**config.mk**
```make
export PLATFORM = sky130hd
export DESIGN_NAME = pcg32_random_generator
export DESIGN_NICKNAME = d
export VERILOG_FILES = /design/src/sv/pcg32_pkg.sv /design/src/sv/pcg32_random_generator.sv
export SDC_FILE = /design/constraint.sdc
export NUM_CORES = 2
export LEC_CHECK = 0
export ABC_AREA = 1
export BUFFER_PORTS_ARGS = -buffer_cell sky130_fd_sc_hd__buf_2
export CAP_MARGIN = 10
export CELL_PAD_IN_SITES_DETAIL_PLACEMENT = 1
export CELL_PAD_IN_SITES_GLOBAL_PLACEMENT = 1
export CORE_MARGIN = 2
export CORE_UTILIZATION = 27
export DETAILED_ROUTE_END_ITERATION = 8
export PLACE_DENSITY = 0.53
export REMOVE_ABC_BUFFERS = 1
export SYNTH_ARGS = -nofsm -noshare
export SYNTH_HDL_FRONTEND = slang
export SYNTH_SLANG_ARGS = --single-unit
```
**constraint.sdc**
```tcl
create_clock -name clk -period 13.6 [get_ports clk]
set_clock_uncertainty 0.1 [all_clocks]
set_input_delay 2.72 -clock clk [delete_from_list [all_inputs] [get_ports clk]]
set_output_delay 2.72 -clock clk [all_outputs]
set_load 0.02 [all_outputs]
```
**src/sv/pcg32_pkg.sv**
```systemverilog
package pcg32_pkg;

    localparam logic [63:0] LCG_MULT = 64'd6364136223846793005;
    localparam logic [63:0] GOLDEN   = 64'h9E3779B97F4A7C15;
    localparam logic [63:0] MIX_C1   = 64'hBF58476D1CE4E5B9;
    localparam logic [63:0] MIX_C2   = 64'h94D049BB133111EB;
    localparam logic [63:0] RESET_STATE = 64'd6364136223846793006;

    localparam logic [2:0] OP_RAW     = 3'd0;
    localparam logic [2:0] OP_BOUNDED = 3'd1;
    localparam logic [2:0] OP_FRAC24  = 3'd2;
    localparam logic [2:0] OP_FRAC53  = 3'd3;
    localparam logic [2:0] OP_RESEED  = 3'd4;
    localparam logic [2:0] OP_CHILD   = 3'd5;

    localparam logic REG_SEED   = 1'b0;
    localparam logic REG_STREAM = 1'b1;

    typedef struct packed {
        logic [2:0]  opcode;
        logic [31:0] bound;
        logic [63:0] salt;
    } request_t;

    typedef struct packed {
        logic [63:0] value;
        logic [63:0] child_sequence;
    } result_t;

    function automatic logic [31:0] xsh_rr(input logic [63:0] old);
        logic [31:0] xs;
        logic [4:0]  rot;
        logic [63:0] dbl;
        begin
            xs  = 32'(((old >> 18) ^ old) >> 27);
            rot = old[63:59];
            dbl = {xs, xs} >> rot;
            xsh_rr = dbl[31:0];
        end
    endfunction

endpackage

```
**src/sv/pcg32_random_generator.sv**
```systemverilog
// channel | valid    | stall    | payload
// in      | in_valid | in_stall | in_data  (opcode, bound, salt)
// out     | out_valid| out_stall| out_data (value, child_sequence)
// one request at a time; raw/frac24 take one draw, frac53 and reseed two
// each draw is one pass of a shared 64x64 multiplier split into three 32x32 steps
// bounded draws (bound > 0) compute 2^32 mod bound and then the accepted remainder,
// plus one draw per rejection; derive child uses 4 multiplier passes
// reset restores the zero-seeded state with no clearing pass
// in_stall is high whenever a request is in progress or a result is waiting
module pcg32_random_generator (
    input  logic                clk,
    input  logic                rst_n,
    input  logic                in_valid,
    output logic                in_stall,
    input  pcg32_pkg::request_t in_data,
    output logic                out_valid,
    input  logic                out_stall,
    output pcg32_pkg::result_t  out_data,
    input  logic                cfg_we,
    input  logic                cfg_index,
    input  logic [63:0]         cfg_data
);
    import pcg32_pkg::*;

    typedef enum logic [3:0] {
        S_IDLE, S_DRAW, S_MUL, S_DRAWDONE, S_THR, S_MOD, S_MIXA, S_MIXB, S_DONE
    } state_t;

    state_t      state_reg;
    request_t    req_reg;
    logic [63:0] seed_reg, stream_reg, gen_reg, inc_reg;
    logic [63:0] ma_reg, mb_reg, acc_reg;
    logic [1:0]  part_reg;
    logic [2:0]  step_reg;
    logic [31:0] hi_reg, thr_reg;
    logic [32:0] rem_reg;
    logic [32:0] quo_reg;
    logic [5:0]  cnt_reg;
    logic [63:0] x_reg;
    logic        mix_sel_reg;
    result_t     out_reg;
    logic        out_valid_reg;

    logic [31:0] pa, pb;
    logic [63:0] prod, part_sum;
    logic [33:0] rsh;
    logic [33:0] rdiff;
    logic [31:0] drawn;

    always_comb
    begin
        pa = part_reg[0] ? ma_reg[63:32] : ma_reg[31:0];
        pb = part_reg[1] ? mb_reg[63:32] : mb_reg[31:0];
        prod = {32'd0, pa} * {32'd0, pb};
        unique case (part_reg)
            2'd0:    part_sum = prod;
            2'd1:    part_sum = {prod[31:0], 32'd0};
            2'd2:    part_sum = {prod[31:0], 32'd0};
            default: part_sum = 64'd0;
        endcase
        rsh   = {rem_reg, quo_reg[32]};
        rdiff = rsh - {2'd0, req_reg.bound};
        drawn = xsh_rr(gen_reg);
    end

    assign in_stall  = (state_reg != S_IDLE) || out_valid_reg;
    assign out_valid = out_valid_reg;
    assign out_data  = out_reg;

    always_ff @(posedge clk or negedge rst_n)
    begin
        if (!rst_n)
        begin
            state_reg     <= S_IDLE;
            seed_reg      <= 64'd0;
            stream_reg    <= 64'd0;
            gen_reg       <= RESET_STATE;
            inc_reg       <= 64'd1;
            out_valid_reg <= 1'b0;
            part_reg      <= 2'd0;
            step_reg      <= 3'd0;
            cnt_reg       <= 6'd0;
            mix_sel_reg   <= 1'b0;
        end
        else
        begin
            if (out_valid_reg && !out_stall)
            begin
                out_valid_reg <= 1'b0;
            end
            if (cfg_we)
            begin
                if (cfg_index == REG_SEED)
                begin
                    seed_reg <= cfg_data;
                end
                else
                begin
                    stream_reg <= cfg_data;
                end
            end
            unique case (state_reg)
                S_IDLE:
                begin
                    if (in_valid && !in_stall)
                    begin
                        req_reg     <= in_data;
                        out_reg     <= '0;
                        step_reg    <= 3'd0;
                        mix_sel_reg <= 1'b0;
                        unique case (in_data.opcode)
                            OP_RAW, OP_FRAC24, OP_FRAC53:
                                state_reg <= S_DRAW;
                            OP_BOUNDED:
                            begin
                                if (in_data.bound == 32'd0)
                                begin
                                    state_reg <= S_DONE;
                                end
                                else
                                begin
                                    rem_reg   <= 33'd0;
                                    quo_reg   <= {1'b1, 32'd0};
                                    cnt_reg   <= 6'd0;
                                    state_reg <= S_THR;
                                end
                            end
                            OP_RESEED:
                            begin
                                gen_reg   <= 64'd0;
                                inc_reg   <= {stream_reg[62:0], 1'b1};
                                state_reg <= S_DRAW;
                            end
                            OP_CHILD:
                            begin
                                x_reg     <= gen_reg ^ (inc_reg + GOLDEN);
                                state_reg <= S_MIXA;
                            end
                            default:
                                state_reg <= S_DONE;
                        endcase
                    end
                end
                S_THR:
                begin
                    // restoring division of 2^32 by bound, one bit a cycle
                    if (rdiff[33])
                    begin
                        rem_reg <= rsh[32:0];
                    end
                    else
                    begin
                        rem_reg <= rdiff[32:0];
                    end
                    quo_reg <= {quo_reg[31:0], 1'b0};
                    cnt_reg <= cnt_reg + 6'd1;
                    if (cnt_reg == 6'd32)
                    begin
                        thr_reg   <= rdiff[33] ? rsh[31:0] : rdiff[31:0];
                        state_reg <= S_DRAW;
                    end
                end
                S_DRAW:
                begin
                    ma_reg    <= gen_reg;
                    mb_reg    <= LCG_MULT;
                    acc_reg   <= inc_reg | 64'd1;
                    part_reg  <= 2'd0;
                    state_reg <= S_MUL;
                end
                S_MUL:
                begin
                    acc_reg  <= acc_reg + part_sum;
                    part_reg <= part_reg + 2'd1;
                    if (part_reg == 2'd2)
                    begin
                        state_reg <= mix_sel_reg ? S_MIXB : S_DRAWDONE;
                    end
                end
                S_DRAWDONE:
                begin
                    step_reg <= step_reg + 3'd1;
                    if (req_reg.opcode == OP_RESEED && step_reg == 3'd0)
                    begin
                        gen_reg <= acc_reg + seed_reg;
                    end
                    else
                    begin
                        gen_reg <= acc_reg;
                    end
                    unique case (req_reg.opcode)
                        OP_RAW:
                        begin
                            out_reg.value <= {32'd0, drawn};
                            state_reg     <= S_DONE;
                        end
                        OP_FRAC24:
                        begin
                            out_reg.value <= {40'd0, drawn[31:8]};
                            state_reg     <= S_DONE;
                        end
                        OP_FRAC53:
                        begin
                            if (step_reg == 3'd0)
                            begin
                                hi_reg    <= drawn;
                                state_reg <= S_DRAW;
                            end
                            else
                            begin
                                out_reg.value <= {11'd0, hi_reg, drawn[31:11]};
                                state_reg     <= S_DONE;
                            end
                        end
                        OP_BOUNDED:
                        begin
                            if (drawn < thr_reg)
                            begin
                                state_reg <= S_DRAW;
                            end
                            else
                            begin
                                rem_reg   <= 33'd0;
                                quo_reg   <= {1'b0, drawn};
                                cnt_reg   <= 6'd0;
                                state_reg <= S_MOD;
                            end
                        end
                        OP_RESEED:
                            state_reg <= (step_reg == 3'd0) ? S_DRAW : S_DONE;
                        default:
                            state_reg <= S_DONE;
                    endcase
                end
                S_MOD:
                begin
                    if (rdiff[33])
                    begin
                        rem_reg <= rsh[32:0];
                    end
                    else
                    begin
                        rem_reg <= rdiff[32:0];
                    end
                    quo_reg <= {quo_reg[31:0], 1'b0};
                    cnt_reg <= cnt_reg + 6'd1;
                    if (cnt_reg == 6'd32)
                    begin
                        out_reg.value <= {32'd0, rdiff[33] ? rsh[31:0] : rdiff[31:0]};
                        state_reg     <= S_DONE;
                    end
                end
                S_MIXA:
                begin
                    // steps: 0 add golden, 1 mul c1, 2 mul c2, then finish
                    mix_sel_reg <= 1'b1;
                    part_reg    <= 2'd0;
                    acc_reg     <= 64'd0;
                    unique case (step_reg[1:0])
                        2'd0:
                        begin
                            x_reg    <= x_reg + GOLDEN;
                            step_reg <= {step_reg[2], 2'd1};
                        end
                        2'd1:
                        begin
                            ma_reg    <= x_reg ^ (x_reg >> 30);
                            mb_reg    <= MIX_C1;
                            state_reg <= S_MUL;
                        end
                        default:
                        begin
                            ma_reg    <= x_reg ^ (x_reg >> 27);
                            mb_reg    <= MIX_C2;
                            state_reg <= S_MUL;
                        end
                    endcase
                end
                S_MIXB:
                begin
                    if (step_reg[1:0] == 2'd1)
                    begin
                        x_reg     <= acc_reg;
                        step_reg  <= {step_reg[2], 2'd2};
                        state_reg <= S_MIXA;
                    end
                    else if (!step_reg[2])
                    begin
                        out_reg.value <= acc_reg ^ (acc_reg >> 31);
                        x_reg         <= acc_reg ^ (acc_reg >> 31) ^ req_reg.salt;
                        step_reg      <= 3'd4;
                        state_reg     <= S_MIXA;
                    end
                    else
                    begin
                        out_reg.child_sequence <= acc_reg ^ (acc_reg >> 31) | 64'd1;
                        state_reg              <= S_DONE;
                    end
                end
                S_DONE:
                begin
                    out_valid_reg <= 1'b1;
                    mix_sel_reg   <= 1'b0;
                    state_reg     <= S_IDLE;
                end
                default:
                    state_reg <= S_IDLE;
            endcase
        end
    end

`ifndef ASSERT_OFF
    a_no_accept_busy: assert property (@(posedge clk) disable iff (!rst_n)
        (state_reg != S_IDLE) |-> in_stall)
        else $error("request taken while busy");
    a_inc_odd: assert property (@(posedge clk) disable iff (!rst_n)
        inc_reg[0])
        else $error("increment even");
    a_out_after_done: assert property (@(posedge clk) disable iff (!rst_n)
        $rose(out_valid) |-> $past(state_reg) == S_DONE)
        else $error("result without completion");
`endif

endmodule

```
=== Yosys cells after proc, flatten, opt, wreduce, memory -nomap -nowiden ===
Cells that the tools add are included.

* Bits in registers: 884
* Input port bits: 169
* Output and inout bits: 130
* Logic and storage cells: 202

* $add $sub $neg: 8
* $mul: 1
* Magnitude comparators: 1
* Equal/unequal tests: 39
* Shift-type cells: 1
* Multiplexer cells: 71
* Bitwise gates (word level): 8
* Reductions and logical operators: 49

{| class="wikitable"
|+ Operator list
! operator !! number
|-
| case mux 64 bit (2 select lines) || 7
|-
| 2-to-1 mux 64 bit || 12
|-
| case mux 64 bit (3 select lines) || 3
|-
| 2-to-1 mux 33 bit || 11
|-
| 2-to-1 mux 128 bit || 2
|-
| case mux 64 bit (4 select lines) || 1
|-
| case mux 33 bit (3 select lines) || 2
|-
| adder 64 bit || 2
|-
| adder 64 bit (second input constant) || 2
|-
| bitwise XOR 64 bit || 2
|-
| 2-to-1 mux 32 bit || 3
|-
| multiplier 32 x 32 -> 64 bit || 1
|-
| right shift 64 x 5 -> 32 bit || 1
|-
| bitwise XOR 64 x 33 -> 64 bit || 1
|-
| bitwise XOR 64 x 34 -> 64 bit || 1
|-
| bitwise XOR 64 x 37 -> 64 bit || 1
|-
| bitwise XOR 46 x 59 -> 59 bit || 1
|-
| 2-to-1 mux 4 bit || 9
|-
| subtractor 34 x 32 -> 34 bit || 1
|-
| logical NOT 32 bit || 1
|-
| less-than comparator 32 bit || 1
|-
| case mux 4 bit (8 select lines) || 1
|-
| 2-to-1 mux 6 bit || 5
|-
| inequality test 2 bit (second input constant) || 11
|-
| other kinds (44) || 96
|}

=== Logic depth before layout (Yosys ltp) ===
* Depth in word-level cells: 6
* Mapped depth: 54
* Mapped depth without buffers: 51

=== Least setup slack after synthesis ===
Ideal clock, no wire load.

* Path kind: input port to flip-flop
* Start: input in_valid
* End: register out_reg (netlist bit out_data[100]), enable pin
* Setup time: 0.644 ns
* Data arrival time: 9.129 ns
* Required time: 12.856 ns
* Slack: 3.727 ns
* Stages on the path: 6
* Path buffers: 0
* Path through: nand2_1 -> nand2_1 -> inv_1 -> nor2_1 -> inv_1 -> nor4_1

* Word-level cells in the longest chain between the ends: 3

{| class="wikitable"
|+ Ends and longest elaborated chain
! element !! line !! text
|-
| start: declaration || pcg32_random_generator.sv:13 || <nowiki>input logic in_valid,</nowiki>
|-
| logical AND 1 bit || pcg32_random_generator.sv:105 || <nowiki>if (in_valid && !in_stall)</nowiki>
|-
| inequality test 2 bit (no line) || -- ||
|-
| AND reduction 8 bit (no line) || -- ||
|-
| end: declaration || pcg32_random_generator.sv:41 || <nowiki>result_t out_reg;</nowiki>
|}

No other way between the ends.
A chain may end at the register's enable or synchronous reset.

=== Worst setup path after layout ===
* Start: register part_reg[1]
* End: register acc_reg[59], data pin

* Word-level cells in the longest chain between the ends: 5
* Elaborated cells on any way between the ends: 9
* Classes of those cells: add/sub (1); mul (1); eq/ne (2); mux (3); reduce/logical (2)

{| class="wikitable"
|+ Ends and longest elaborated chain
! element !! line !! text
|-
| start: declaration || pcg32_random_generator.sv:33 || <nowiki>logic [1:0] part_reg;</nowiki>
|-
| start signal: assignment || pcg32_random_generator.sv:174 || <nowiki>part_reg <= part_reg + 2'd1;</nowiki>
|-
| 2-to-1 mux 32 bit (tied with other cells) || pcg32_random_generator.sv:53 || <nowiki>pb = part_reg[1] ? mb_reg[63:32] : mb_reg[31:0];</nowiki>
|-
| multiplier 32 x 32 -> 64 bit or OR reduction 2 bit (tied branches) || -- ||
|-
| case mux 64 bit (2 select lines) * || pcg32_random_generator.sv:55 || <nowiki>unique case (part_reg)</nowiki>
|-
| adder 64 bit * || pcg32_random_generator.sv:173 || <nowiki>acc_reg <= acc_reg + part_sum;</nowiki>
|-
| case mux 64 bit (3 select lines) * || pcg32_random_generator.sv:102 || <nowiki>unique case (state_reg)</nowiki>
|-
| end signal: assignment || pcg32_random_generator.sv:167 || <nowiki>acc_reg <= inc_reg | 64'd1;</nowiki>
|-
| end signal: assignment || pcg32_random_generator.sv:173 ||
|-
| end: declaration || pcg32_random_generator.sv:32 || <nowiki>logic [63:0] ma_reg, mb_reg, acc_reg;</nowiki>
|}

Every way passes the cells marked *; elsewhere a longest branch is shown, timed or not.

==> impl_metrics.json <==
{
  "grt_usage_pct": 26.37,
  "viasPerCell": 5.002,
  "grt_pass1_wl_um": 596200,
  "route.met3.wl_um": 18730,
  "hpwl_um": 356800,
  "wl_per_cell_um": 28.46,
  "cp.required_ns": 13.99,
  "dieArea_um2": 318800,
  "status": "complete, no violations",
  "start_kind": "flip-flop",
  "gp_congestion": 0.9874,
  "ys_types": 83,
  "hold_viol_final": 0,
  "register_area_um2": 23490,
  "drt_first_pass_iters": 6,
  "ios": 299,
  "top_layer": "met5",
  "wirelength_met1_um": 183200,
  "cts.sinks": 826,
  "syn2layout_area_growth_pct": 12.11,
  "tightestPinTransition_ns": 1.371,
  "fin_area_um2": 95140,
  "portBuffers": 298,
  "gr-total-overflow": 0,
  "cts.clk_slew.worst_paths_ns": 0.06,
  "maxSlewViolCount": 0,
  "synth_top_flop_cell": "edfxtp_1",
  "dieHeight_um": 564.6,
  "drive_above_1_share_pct": 9.168,
  "die_w_um": 564.6,
  "cts_setup_buffers": 0,
  "syn_inst": 10407,
  "first_iter_violations": 5717,
  "postSynthAreaPerCell_um2": 8.155,
  "cts-buffers-inserted": 96,
  "post-route-min-period_ns": 13.11,
  "route.vias.total": 74452,
  "core_area_um2": 312400,
  "fillers": 37448,
  "antenna_found_initial": 34,
  "max_cap_viol_count": 0,
  "critical-path-max-stage-delay_ns": 0.95,
  "cp_max_fo": 22,
  "clock-root-buffer": "clkbuf_16",
  "min_period_over_period_pct": 96.37,
  "rsz0062_at_grt": "false",
  "grt_max_degree": 122,
  "ant_nets": 0,
  "route.met2.wl_um": 197900,
  "crit_slowest_cell": "dfrtp_1",
  "setup_violations": 0,
  "synth_area_um2": 84870,
  "slew_headroom_pct": 7.969,
  "largest_reg_flops": 128,
  "fmaxAchievable_mhz": 76.30,
  "crit_type": "reg -> reg",
  "nNetsFinal": 12179,
  "endpoint_kind": "flip-flop",
  "multi_input_area_um2": 52390,
  "clk_latency_ns": 0.76,
  "start_util_pct": 27.17,
  "post-route-drc-count": 0,
  "crit_family": "adder cells",
  "crit_arrival_ns": 13.50,
  "clockBufferDepth": 3,
  "crit_buf_inv": 7,
  "synth-edff-count": 555,
  "setup_tns_ns": 0,
  "totalWireLength_um": 423600,
  "synth_warnings": 0,
  "cts_tree": "built",
  "crit_top_cell": "fa_1",
  "ys_seq_elements": 826,
  "grt_pass1_vias": 79695,
  "htree_levels": 3,
  "dpl_cell_area_um2": 91870,
  "row_count": 205,
  "synthArstFlopShare_pct": 32.81,
  "min_path_type": "reg -> reg",
  "ys_seq_area_share_pct": 27.68
}
==> final cells by class <==
cell class / count / area share, %
Multi-Input combinational cell: 7151 / 55.07
Sequential cell: 826 / 24.69
Inverter: 2084 / 8.236
Tap cell: 4140 / 5.444
Timing Repair Buffer: 492 / 3.148
Clock buffer: 123 / 2.738
Clock inverter: 57 / 0.6483
Antenna cell: 11 / 0.02893
==> kinds of logic (layout without fill, tap and decap cells) <==
family / Yosys count / in the layout / share of synthesized area (%)
adder cells (fa/ha/maj): 1359 / 1359 / 27.70
multiplexers: 8 / 8 / 0.09583
buffers and inverters: 2430 / 2756 / 10.92
other: 0 / 11 / 0
AND/OR/NAND/NOR: 3579 / 3579 / 17.63
flip-flops: 826 / 826 / 27.68
AO/OA/AOI/OAI: 1884 / 1884 / 12.66
XOR/XNOR: 321 / 321 / 3.313
==> path summary, 6_finish.rpt <==
kind,slack (ns),to,start,depth (start not counted)
max in group asynchronous,9.38,gen_reg[19],rst_n,3
max,0.49,acc_reg[59],part_reg[1],39
min,0.38,inc_reg[6],stream_reg[5],2
max reg2reg,0.49,acc_reg[59],part_reg[1],39
min reg2reg,0.38,inc_reg[6],stream_reg[5],2
min in group asynchronous,1.82,stream_reg[58],rst_n,1
==> cell usage in the layout (no fill, tap or decap), types with 97 or more instances in the layout <==
cell,synthesis,layout
inv_1,2040,2035
nand2_1,1922,1918
nor2_1,985,969
fa_1,867,867
o21ai_0,756,742
edfxtp_1,555,555
a21oi_1,533,532
ha_1,492,491
nand3_1,297,297
buf_2,31,297
dfrtp_1,238,238
buf_4,7,190
xor2_1,186,186
xnor2_1,135,126
a31oi_1,98,98
o21ai_1,95,97
clkbuf_16,0,97
==> per-stage QoR <==
stage	hold slack [ns]	setup slack, ns	instances	util (%)
2_1_floorplan	0.3493	2.765	10061	-
3_3_place_gp	0.3654	0.04140	14692	29.41
3_5_place_dp	0.3743	0.1094	14692	29.41
4_1_cts	0.3900	0.03441	14872	30.44
5_1_grt	0.4179	0.1069	14874	30.45
6_report	0.3833	0.4932	14884	30.45
==> Yosys cell counts (all sizes together) (27+ instances only) <==
master  number  area share [%]
nand2     1963             8.9
nand4       38            0.29
nand3b      35            0.31
o21ai      873             5.3
a32o        27            0.32
ha         492             7.3
xor2       186             1.9
o211ai      37            0.34
a31oi      100            0.75
nor4        43            0.33
edfxtp     555              20
inv       2077             9.2
a21o        38            0.34
a21oi      543             3.3
a21boi      27            0.26
o21a        35            0.31
o22ai       76            0.56
nand3      317             2.0
or2         93            0.69
nor3        67            0.41
fa         867              20
buf         97            0.60
dfrtp      238             7.0
dfstp       33             1.0
clkbuf     249             1.1
nor2      1010             4.6
xnor2      135             1.4
==> layer usage <==
metal,up-vias,global-route usage [%]
met5,-,0
met4,6,12.68
met3,529,2.355
met2,2104,43.69
met1,38190,34.56
li1,33623,-
==> tightest hold or removal path, delay by kind of cell, from the launching register on <==
family        cells  cell delay [ns]
flops             1             0.34
simple gates      2             0.10
==> what timing repair did <==
item	in CTS	in global routing
gates resized for setup	0	3
setup endpoints to repair	0	13
hold buffers	0	0
Power is not shown: default switching activity piles up to over one toggle a cycle in this logic, so the estimate is an artifact.
